### src/hdl/label_expiry_date_check_core_macros.svh
// ---------------------------------------------------------------------------
// Assertion macros for the label expiry check block
// ---------------------------------------------------------------------------
`ifndef LABEL_EXPIRY_DATE_CHECK_CORE_MACROS_SVH
`define LABEL_EXPIRY_DATE_CHECK_CORE_MACROS_SVH

// Check a property on every clock edge outside reset
`define LEDC_CHECK(lbl, prop) \
    lbl: assert property (@(posedge i_clk) disable iff (!i_rst_n) (prop)) \
        else $error("ledc check failed");

// Check that a condition leads to a consequence in the next cycle
`define LEDC_CHECK_NEXT(lbl, ante, cons) \
    lbl: assert property (@(posedge i_clk) disable iff (!i_rst_n) (ante) |=> (cons)) \
        else $error("ledc next-cycle check failed");

`endif

### src/hdl/ledc_pkg.sv
`timescale 1ns / 1ps
`default_nettype none
// ---------------------------------------------------------------------------
// ledc_pkg
// Types, codes and calendar helpers shared by the label expiry check.
// ---------------------------------------------------------------------------
package ledc_pkg;

    localparam int TOTAL_W     = 14;
    localparam int YEAR_STEPS  = 24;
    localparam int MONTH_STEPS = 11;

    localparam logic [1:0] ST_GOOD   = 2'd0;
    localparam logic [1:0] ST_OLD    = 2'd1;
    localparam logic [1:0] ST_PARITY = 2'd2;
    localparam logic [1:0] ST_BADDAY = 2'd3;

    localparam logic [1:0] CFG_DAY   = 2'd0;
    localparam logic [1:0] CFG_MONTH = 2'd1;
    localparam logic [1:0] CFG_YEAR  = 2'd2;

    localparam logic [3:0] DECEMBER = 4'd12;
    localparam logic [3:0] FEBRUARY = 4'd2;

    typedef struct packed {
        logic [1:0]         status;
        logic [4:0]         made_day;
        logic [3:0]         made_month;
        logic [11:0]        made_year;
        logic [TOTAL_W-1:0] total;
        logic [11:0]        year;
        logic [8:0]         yr400;    // year mod 400
        logic [3:0]         month;
        logic               done;
    } t_item;

    function automatic logic is_leap(input logic [8:0] r);
        return (r[1:0] == 2'd0) && (r != 9'd100) && (r != 9'd200) && (r != 9'd300);
    endfunction

    function automatic logic [8:0] inc400(input logic [8:0] r);
        return (r == 9'd399) ? 9'd0 : r + 9'd1;
    endfunction

    function automatic logic [4:0] month_len(input logic [3:0] m, input logic leap);
        logic [4:0] len;
        unique case (m)
            4'd1, 4'd3, 4'd5, 4'd7, 4'd8, 4'd10, 4'd12: len = 5'd31;
            4'd4, 4'd6, 4'd9, 4'd11:                    len = 5'd30;
            4'd2:                                       len = leap ? 5'd29 : 5'd28;
            default:                                    len = 5'd0;
        endcase
        return len;
    endfunction

    function automatic logic [8:0] days_before(input logic [3:0] m, input logic leap);
        logic [8:0] c;
        unique case (m)
            4'd2:    c = 9'd31;
            4'd3:    c = 9'd59;
            4'd4:    c = 9'd90;
            4'd5:    c = 9'd120;
            4'd6:    c = 9'd151;
            4'd7:    c = 9'd181;
            4'd8:    c = 9'd212;
            4'd9:    c = 9'd243;
            4'd10:   c = 9'd273;
            4'd11:   c = 9'd304;
            4'd12:   c = 9'd334;
            default: c = 9'd0;
        endcase
        return c + {8'd0, (leap && (m > FEBRUARY))};
    endfunction

endpackage
`default_nettype wire

### src/hdl/label_expiry_date_check_core.sv
`timescale 1ns / 1ps
`default_nettype none
// ---------------------------------------------------------------------------
// label_expiry_date_check_core
// Label word decode, calendar check and expiry age test.
// ---------------------------------------------------------------------------
// Usage:
//   Drive i_label_word with i_start high; the item is taken at that edge.
//   o_busy is always low: a new item may enter in every cycle.
//   Each result appears for one cycle with o_valid high, in the order the
//   items came in. The pipeline has one decode stage, 24 year stages that
//   each take at most one year off the day count, 11 month stages, and one
//   output stage holding the comparison with today's date.
//   Today's date is written through i_cfg_we / i_cfg_idx / i_cfg_data
//   (0 day, 1 month, 2 year) while no item is in flight.
//   Reset clears all stage valid bits, drops items in flight and restores
//   today's date to 1 November 2023. The receiver cannot stall.
// ---------------------------------------------------------------------------
`include "label_expiry_date_check_core_macros.svh"

module label_expiry_date_check_core
    import ledc_pkg::*;
(
    input  wire logic        i_clk,
    input  wire logic        i_rst_n,
    input  wire logic        i_start,
    output logic             o_busy,
    input  wire logic [31:0] i_label_word,
    input  wire logic        i_cfg_we,
    input  wire logic [1:0]  i_cfg_idx,
    input  wire logic [11:0] i_cfg_data,
    output logic             o_valid,
    output logic [1:0]       o_status,
    output logic [4:0]       o_made_day,
    output logic [3:0]       o_made_month,
    output logic [11:0]      o_made_year,
    output logic [4:0]       o_expiry_day,
    output logic [3:0]       o_expiry_month,
    output logic [11:0]      o_expiry_year
);

    localparam int NSTAGE  = YEAR_STEPS + MONTH_STEPS;
    localparam int LATENCY = NSTAGE + 2;

    logic [4:0]  r_cur_day;
    logic [3:0]  r_cur_month;
    logic [11:0] r_cur_year;

    // decode stage
    logic [4:0]  dec_day;
    logic [3:0]  dec_month;
    logic [8:0]  dec_off;
    logic [12:0] dec_shelf;
    logic [9:0]  dec_mod;
    logic        dec_leap;
    logic        dec_ok;
    t_item       n_dec;

    logic        pv [NSTAGE+1];
    t_item       pi [NSTAGE+1];

    always_comb begin
        dec_day   = i_label_word[4:0];
        dec_month = i_label_word[8:5];
        dec_off   = i_label_word[17:9];
        dec_shelf = i_label_word[30:18];
        dec_mod   = 10'd300 + {1'b0, dec_off};
        if (dec_mod >= 10'd800) begin
            dec_mod = dec_mod - 10'd800;
        end else if (dec_mod >= 10'd400) begin
            dec_mod = dec_mod - 10'd400;
        end
        dec_leap  = is_leap(dec_mod[8:0]);
        dec_ok    = (dec_month >= 4'd1) && (dec_month <= DECEMBER) && (dec_day >= 5'd1) &&
                    (dec_day <= month_len(dec_month, dec_leap));

        n_dec.made_day   = dec_day;
        n_dec.made_month = dec_month;
        n_dec.made_year  = 12'd1900 + {3'd0, dec_off};
        n_dec.year       = 12'd1900 + {3'd0, dec_off};
        n_dec.yr400      = dec_mod[8:0];
        n_dec.month      = 4'd1;
        n_dec.done       = 1'b0;
        n_dec.total      = {5'd0, days_before(dec_month, dec_leap)} +
                           {{(TOTAL_W-5){1'b0}}, dec_day} + {1'b0, dec_shelf};
        priority if (^i_label_word) begin
            n_dec.status = ST_PARITY;
        end else if (!dec_ok) begin
            n_dec.status = ST_BADDAY;
        end else begin
            n_dec.status = ST_GOOD;
        end
    end

    logic  r_dec_valid;
    t_item r_dec;

    always_ff @(posedge i_clk) begin
        if (!i_rst_n) begin
            r_dec_valid <= 1'b0;
            r_cur_day   <= 5'd1;
            r_cur_month <= 4'd11;
            r_cur_year  <= 12'd2023;
        end else begin
            r_dec_valid <= i_start;
            if (i_cfg_we) begin
                unique case (i_cfg_idx)
                    CFG_DAY:   r_cur_day   <= i_cfg_data[4:0];
                    CFG_MONTH: r_cur_month <= i_cfg_data[3:0];
                    CFG_YEAR:  r_cur_year  <= i_cfg_data;
                    default:   ;
                endcase
            end
        end
        r_dec <= n_dec;
    end

    assign pv[0] = r_dec_valid;
    assign pi[0] = r_dec;

    genvar g;
    generate
        for (g = 0; g < YEAR_STEPS; g++) begin : g_year
            ledc_year_step u_year (
                .i_clk   (i_clk),
                .i_rst_n (i_rst_n),
                .i_valid (pv[g]),
                .i_item  (pi[g]),
                .o_valid (pv[g+1]),
                .o_item  (pi[g+1])
            );
        end
        for (g = YEAR_STEPS; g < NSTAGE; g++) begin : g_month
            ledc_month_step u_month (
                .i_clk   (i_clk),
                .i_rst_n (i_rst_n),
                .i_valid (pv[g]),
                .i_item  (pi[g]),
                .o_valid (pv[g+1]),
                .o_item  (pi[g+1])
            );
        end
    endgenerate

    // age check and output register
    t_item       fin;
    logic        fin_old;
    logic        fin_ok;
    logic        r_valid;
    logic [1:0]  r_status;
    logic [4:0]  r_made_day;
    logic [3:0]  r_made_month;
    logic [11:0] r_made_year;
    logic [4:0]  r_exp_day;
    logic [3:0]  r_exp_month;
    logic [11:0] r_exp_year;

    always_comb begin
        fin     = pi[NSTAGE];
        fin_ok  = (fin.status == ST_GOOD);
        fin_old = (r_cur_year > fin.year) ||
                  ((r_cur_year == fin.year) &&
                   ((r_cur_month > fin.month) ||
                    ((r_cur_month == fin.month) &&
                     ({{(TOTAL_W-5){1'b0}}, r_cur_day} > fin.total))));
    end

    always_ff @(posedge i_clk) begin
        if (!i_rst_n) begin
            r_valid <= 1'b0;
        end else begin
            r_valid <= pv[NSTAGE];
        end
        r_made_day   <= fin.made_day;
        r_made_month <= fin.made_month;
        r_made_year  <= fin.made_year;
        r_status     <= fin_ok ? (fin_old ? ST_OLD : ST_GOOD) : fin.status;
        r_exp_day    <= fin_ok ? fin.total[4:0] : 5'd0;
        r_exp_month  <= fin_ok ? fin.month : 4'd0;
        r_exp_year   <= fin_ok ? fin.year : 12'd0;
    end

    assign o_busy         = 1'b0;
    assign o_valid        = r_valid;
    assign o_status       = r_status;
    assign o_made_day     = r_made_day;
    assign o_made_month   = r_made_month;
    assign o_made_year    = r_made_year;
    assign o_expiry_day   = r_exp_day;
    assign o_expiry_month = r_exp_month;
    assign o_expiry_year  = r_exp_year;

    logic chk_bad;
    logic chk_exp_zero;
    logic chk_exp_sane;

    assign chk_bad      = (o_status == ST_PARITY) || (o_status == ST_BADDAY);
    assign chk_exp_zero = (o_expiry_day == 5'd0) && (o_expiry_month == 4'd0) &&
                          (o_expiry_year == 12'd0);
    assign chk_exp_sane = (o_expiry_month >= 4'd1) && (o_expiry_month <= DECEMBER) &&
                          (o_expiry_day >= 5'd1) && (o_expiry_year >= o_made_year);

    `LEDC_CHECK(a_latency, i_start |-> ##LATENCY o_valid)
    `LEDC_CHECK(a_bad_zero, (o_valid && chk_bad) |-> chk_exp_zero)
    `LEDC_CHECK(a_exp_sane, (o_valid && !chk_bad) |-> chk_exp_sane)
    `LEDC_CHECK_NEXT(a_cfg_year, i_cfg_we && i_cfg_idx == CFG_YEAR, r_cur_year == $past(i_cfg_data))

endmodule
`default_nettype wire

### src/hdl/ledc_year_step.sv
`timescale 1ns / 1ps
`default_nettype none
// ---------------------------------------------------------------------------
// ledc_year_step
// One pipeline stage: take a whole year off the day count where it fits.
// ---------------------------------------------------------------------------
module ledc_year_step
    import ledc_pkg::*;
(
    input  wire logic  i_clk,
    input  wire logic  i_rst_n,
    input  wire logic  i_valid,
    input  wire t_item i_item,
    output logic       o_valid,
    output t_item      o_item
);

    logic  r_valid;
    t_item r_item;
    t_item n_item;
    logic [8:0] ylen;

    always_comb begin
        n_item = i_item;
        ylen   = is_leap(i_item.yr400) ? 9'd366 : 9'd365;
        if (i_item.total > {5'd0, ylen}) begin
            n_item.total = i_item.total - {5'd0, ylen};
            n_item.year  = i_item.year + 12'd1;
            n_item.yr400 = inc400(i_item.yr400);
        end
    end

    always_ff @(posedge i_clk) begin
        if (!i_rst_n) begin
            r_valid <= 1'b0;
        end else begin
            r_valid <= i_valid;
        end
        r_item <= n_item;
    end

    assign o_valid = r_valid;
    assign o_item  = r_item;

endmodule
`default_nettype wire

### src/hdl/ledc_month_step.sv
`timescale 1ns / 1ps
`default_nettype none
// ---------------------------------------------------------------------------
// ledc_month_step
// One pipeline stage: advance the month while the day count exceeds it, up to December.
// ---------------------------------------------------------------------------
module ledc_month_step
    import ledc_pkg::*;
(
    input  wire logic  i_clk,
    input  wire logic  i_rst_n,
    input  wire logic  i_valid,
    input  wire t_item i_item,
    output logic       o_valid,
    output t_item      o_item
);

    logic  r_valid;
    t_item r_item;
    t_item n_item;
    logic [4:0] mlen;

    always_comb begin
        n_item = i_item;
        mlen   = month_len(i_item.month, is_leap(i_item.yr400));
        if (!i_item.done && (i_item.month < DECEMBER) &&
            (i_item.total > {{(TOTAL_W-5){1'b0}}, mlen})) begin
            n_item.total = i_item.total - {{(TOTAL_W-5){1'b0}}, mlen};
            n_item.month = i_item.month + 4'd1;
        end else begin
            n_item.done = 1'b1;
        end
    end

    always_ff @(posedge i_clk) begin
        if (!i_rst_n) begin
            r_valid <= 1'b0;
        end else begin
            r_valid <= i_valid;
        end
        r_item <= n_item;
    end

    assign o_valid = r_valid;
    assign o_item  = r_item;

endmodule
`default_nettype wire

### config.mk
export PLATFORM = sky130hd
export DESIGN_NAME = label_expiry_date_check_core
export DESIGN_NICKNAME = d
export VERILOG_FILES = /design/src/hdl/ledc_pkg.sv /design/src/hdl/label_expiry_date_check_core.sv /design/src/hdl/ledc_year_step.sv /design/src/hdl/ledc_month_step.sv
export VERILOG_INCLUDE_DIRS = /design/src /design/src/hdl
export SDC_FILE = /design/constraint.sdc
export NUM_CORES = 2
export LEC_CHECK = 0
export BUFFER_PORTS_ARGS = -buffer_cell sky130_fd_sc_hd__buf_2
export CAP_MARGIN = 20
export CELL_PAD_IN_SITES_DETAIL_PLACEMENT = 1
export CELL_PAD_IN_SITES_GLOBAL_PLACEMENT = 1
export CORE_MARGIN = 2
export CORE_UTILIZATION = 40
export CTS_CLUSTER_SIZE = 10
export DETAILED_ROUTE_END_ITERATION = 12
export PLACE_DENSITY_LB_ADDON = 0.05
export SLEW_MARGIN = 15
export SYNTH_ARGS = -nofsm -noshare
export SYNTH_HDL_FRONTEND = slang
export SYNTH_SLANG_ARGS = --single-unit
### constraint.sdc
create_clock -name i_clk -period 11.1 [get_ports i_clk]
set_clock_uncertainty 0.2 [all_clocks]
set_input_delay 1.11 -clock i_clk [delete_from_list [all_inputs] [get_ports i_clk]]
set_output_delay 1.11 -clock i_clk [all_outputs]
set_load 0.005 [all_outputs]
==> metrics.cfg <==
[job]
cap_violations = 0

[yosys]
synthCells = 6767
ys_ff_latch = 2215
yosysMostFrequentCell = dfxtp_1
ys.warnings.count = 0
avgSynthCellArea_um2 = 10.9
syn-num-nets = 7137
synth_edf_count = 0
netlist_top_cells_area = dfxtp_1 (60%), xnor2_1 (6.9%), ha_1 (4.7%)
synth_ff_type = dfxtp_1
yosys.area.top_type_share = 0.599
async_flop_share = 0
synth_cell_type_count = 93
synth_commonest_cells = dfxtp_1 (2,215), xnor2_1 (581), nand2_1 (563)
synth_area_um2 = 74100
yosysSeqAreaShare = 0.599
synth_top_cell_by_area = dfxtp_1

[drt]
wirelength_um = 142000
drc = 0
wl_met3_um = 5170
met1_length_um = 63800
via_per_inst = 4.75
drt_iter0_drc = 1331
ant_nets = 0
routed-wl-met2_um = 69800
highest_layer = met4
via_count = 45400
firstDrtPassIters = 5
post_drt_wl_per_cell_um = 14.9

[clocking]
post_cts_buffers = 0
insertion_delay_ps = 920
path_clk_slew_ps = 60
cts_resized = 0
cts_tree = done
holdBufCountCts = 0
htree_levels = 5
clock_path_buffers = 4
cts_buffers = 279
cts_sinks = 2215
cts_root_buf = clkbuf_16

[layout]
num-fill-cells = 19600
layout-drive-gt1-share = 0.0725
nets = 7405
syn_to_final_growth_pct = 14.7
utilization = 0.463
final_cells = 9565

[timing]
worstMarginPinSlew_ps = 1050
setup_tns_ps = 0
hold_ws_ps = 84.2
max_slew_margin = 0.295
fmax_mhz = 153
fin_crit_ps = 6540
finalSetupViolCount = 0
drv_slew = 0
hold_violations = 0
rsz0062_at_grt = false
period_share = 0.589

[floorplan]
core_area_um2 = 183000
dieArea_um2 = 189000
fp.dieH_um = 434
io_pins = 96
start_util = 0.404
dieWidth_um = 434
num_rows = 157

[critical_path]
critical_path_class = in2reg
critPathRequiredTime_ps = 11670
crit_path_max_fanout = 7
crit_path_start_kind = input port
cp.arrival_ps = 7110
regToRegSetupSlack_ps = 6290
rr_worst_depth = 16
worstSetupEndpointType = flop

[grt]
grt_pass1_vias = 48600
antenna_found_initial = 3
grt-ovfl-total = 0
grt_max_degree = 59
track_usage = 0.154
grt_pass1_wl_um = 241000

[pwr]
combPwrFrac = 0.271
peakVddDrop_v = 0.000172
pwr-share-clk = 0.272
p_leak_nw = 35.6
power_density_nw_per_um2 = 333
power_frac_seq = 0.457
p_int_w = 0.0191
switchingPower_w = 0.00926
swShare = 0.327

[placed_design]
place_inst = 9218
gp_congestion = 0.775
io_buffers = 94
dp_hpwl_um = 102000

[hold_path]
hp-class = reg2reg
min_path_cells = 0

[status]
outcome = finished, final reports clean

==> worst max-delay path, stage by stage <==
cell,delay [ps]
buf_2,130
inv_1,120
ha_1,200
a21oi_1,90
xnor2_1,350
inv_1,210
ha_1,230
and3_1,180
o311a_4,400
or3_1,360
a211o_1,310
mux2i_1,200
a21oi_1,140
ha_1,260
ha_1,290
fa_1,440
ha_1,240
fa_1,410
a21o_1,170
a21oi_1,230
o21bai_1,90
a21oi_1,240
nor2b_1,70
o21ai_0,250
a21oi_1,150
and3_1,200
==> area by class of cell <==
cell class                 instances  area [µm²]  area share
antenna                            1        2.50   0.0000294
sequential                      2215       44300       0.522
inverter                         301        1130      0.0133
clock inverter                    12        88.8     0.00105
timing repair buffer             122         681     0.00801
tap                             2464        3080      0.0363
clock buffer                     334        7540      0.0887
multi-input combinational       4116       28100       0.331
==> power by group through the flow <==
stage	Combinational [W]	Clock (W)	Sequential [W]
after floorplan	0.00624	0	0.0123
after global placement	0.00761	0	0.0131
after detailed placement	0.00778	0	0.0132
after CTS	0.00787	0.00803	0.0130
after global routing	0.00886	0.00836	0.0134
final	0.00768	0.00770	0.0130
==> layout by cell type, fill, tap and decap left out, drive strengths merged, types with 24 or more instances in the layout <==
master / synthesis / routed
xor2: 291 / 291
fa: 40 / 40
or4: 32 / 32
buf: 13 / 122
nand2: 563 / 563
nand2b: 67 / 67
dfxtp: 2215 / 2215
or3: 35 / 35
nor4: 65 / 65
inv: 301 / 305
a31oi: 45 / 45
nand3b: 33 / 33
nor3: 150 / 150
and3: 86 / 86
and2: 84 / 84
o21bai: 26 / 26
a21oi: 189 / 189
a21o: 54 / 54
nor4b: 30 / 30
o21ai: 272 / 272
mux2i: 24 / 24
nand3: 211 / 211
xnor2: 581 / 581
nor4bb: 40 / 40
nand4: 96 / 96
clkbuf: 122 / 334
nor2: 428 / 428
ha: 280 / 280
nor3b: 43 / 43
o211ai: 33 / 33
mux2: 31 / 31
nor2b: 53 / 53
==> worst paths after layout <==
path,to,startpoint
setup / recovery,pi[2244],i_label_word[12]
hold / removal,g_year[7].u_year.o_item[54],g_year[6].u_year.o_item[54]
setup reg to reg,g_year[19].u_year.o_item[12],g_year[18].u_year.o_item[10]
hold reg to reg,g_year[7].u_year.o_item[54],g_year[6].u_year.o_item[54]
==> kinds of logic (layout without fill, tap and decap cells) <==
kind of cell	Yosys count	after routing	synth area share
AND/OR/NAND/NOR	2103	2103	0.146
adder cells (fa/ha/maj)	320	320	0.0581
buffers and inverters	436	769	0.0223
AO/OA/AOI/OAI	764	764	0.0633
flip-flops	2215	2215	0.599
XOR/XNOR	872	872	0.103
other	1	2	0.0000506
multiplexers	56	56	0.00826
==> through the flow <==
stage / area [µm²] / power (W) / setup WS [ps]
after global routing: 85000 / 0.0306 / 4190
final: 85000 / 0.0283 / 4560
after CTS: 85000 / 0.0289 / 4610
after global placement: 77400 / 0.0207 / 3700
after detailed placement: 77400 / 0.0209 / 3650
after floorplan: 74100 / 0.0185 / 4520
==> sequential cells by signal (all words and copies together) (netlist names), 5 cells and up <==
name	cells
g_year.u_year.o_item	1392
g_month.u_month.o_item	679
pi	42
g_year.u_year.o_valid	24
o_expiry_year	12
o_made_year	12
r_cur_year	12
g_month.u_month.o_valid	11
o_expiry_day	5
o_made_day	5
r_cur_day	5
==> per-layer routing <==
| metal | up-vias | GRT usage |
|---|---|---|
| met5 | - | 0 |
| li1 | 23200 | - |
| met3 | 271 | 0.0341 |
| met1 | 21500 | 0.184 |
| met2 | 453 | 0.271 |
| met4 | 0 | 0.0517 |
Power figures use the tool's default switching activity.
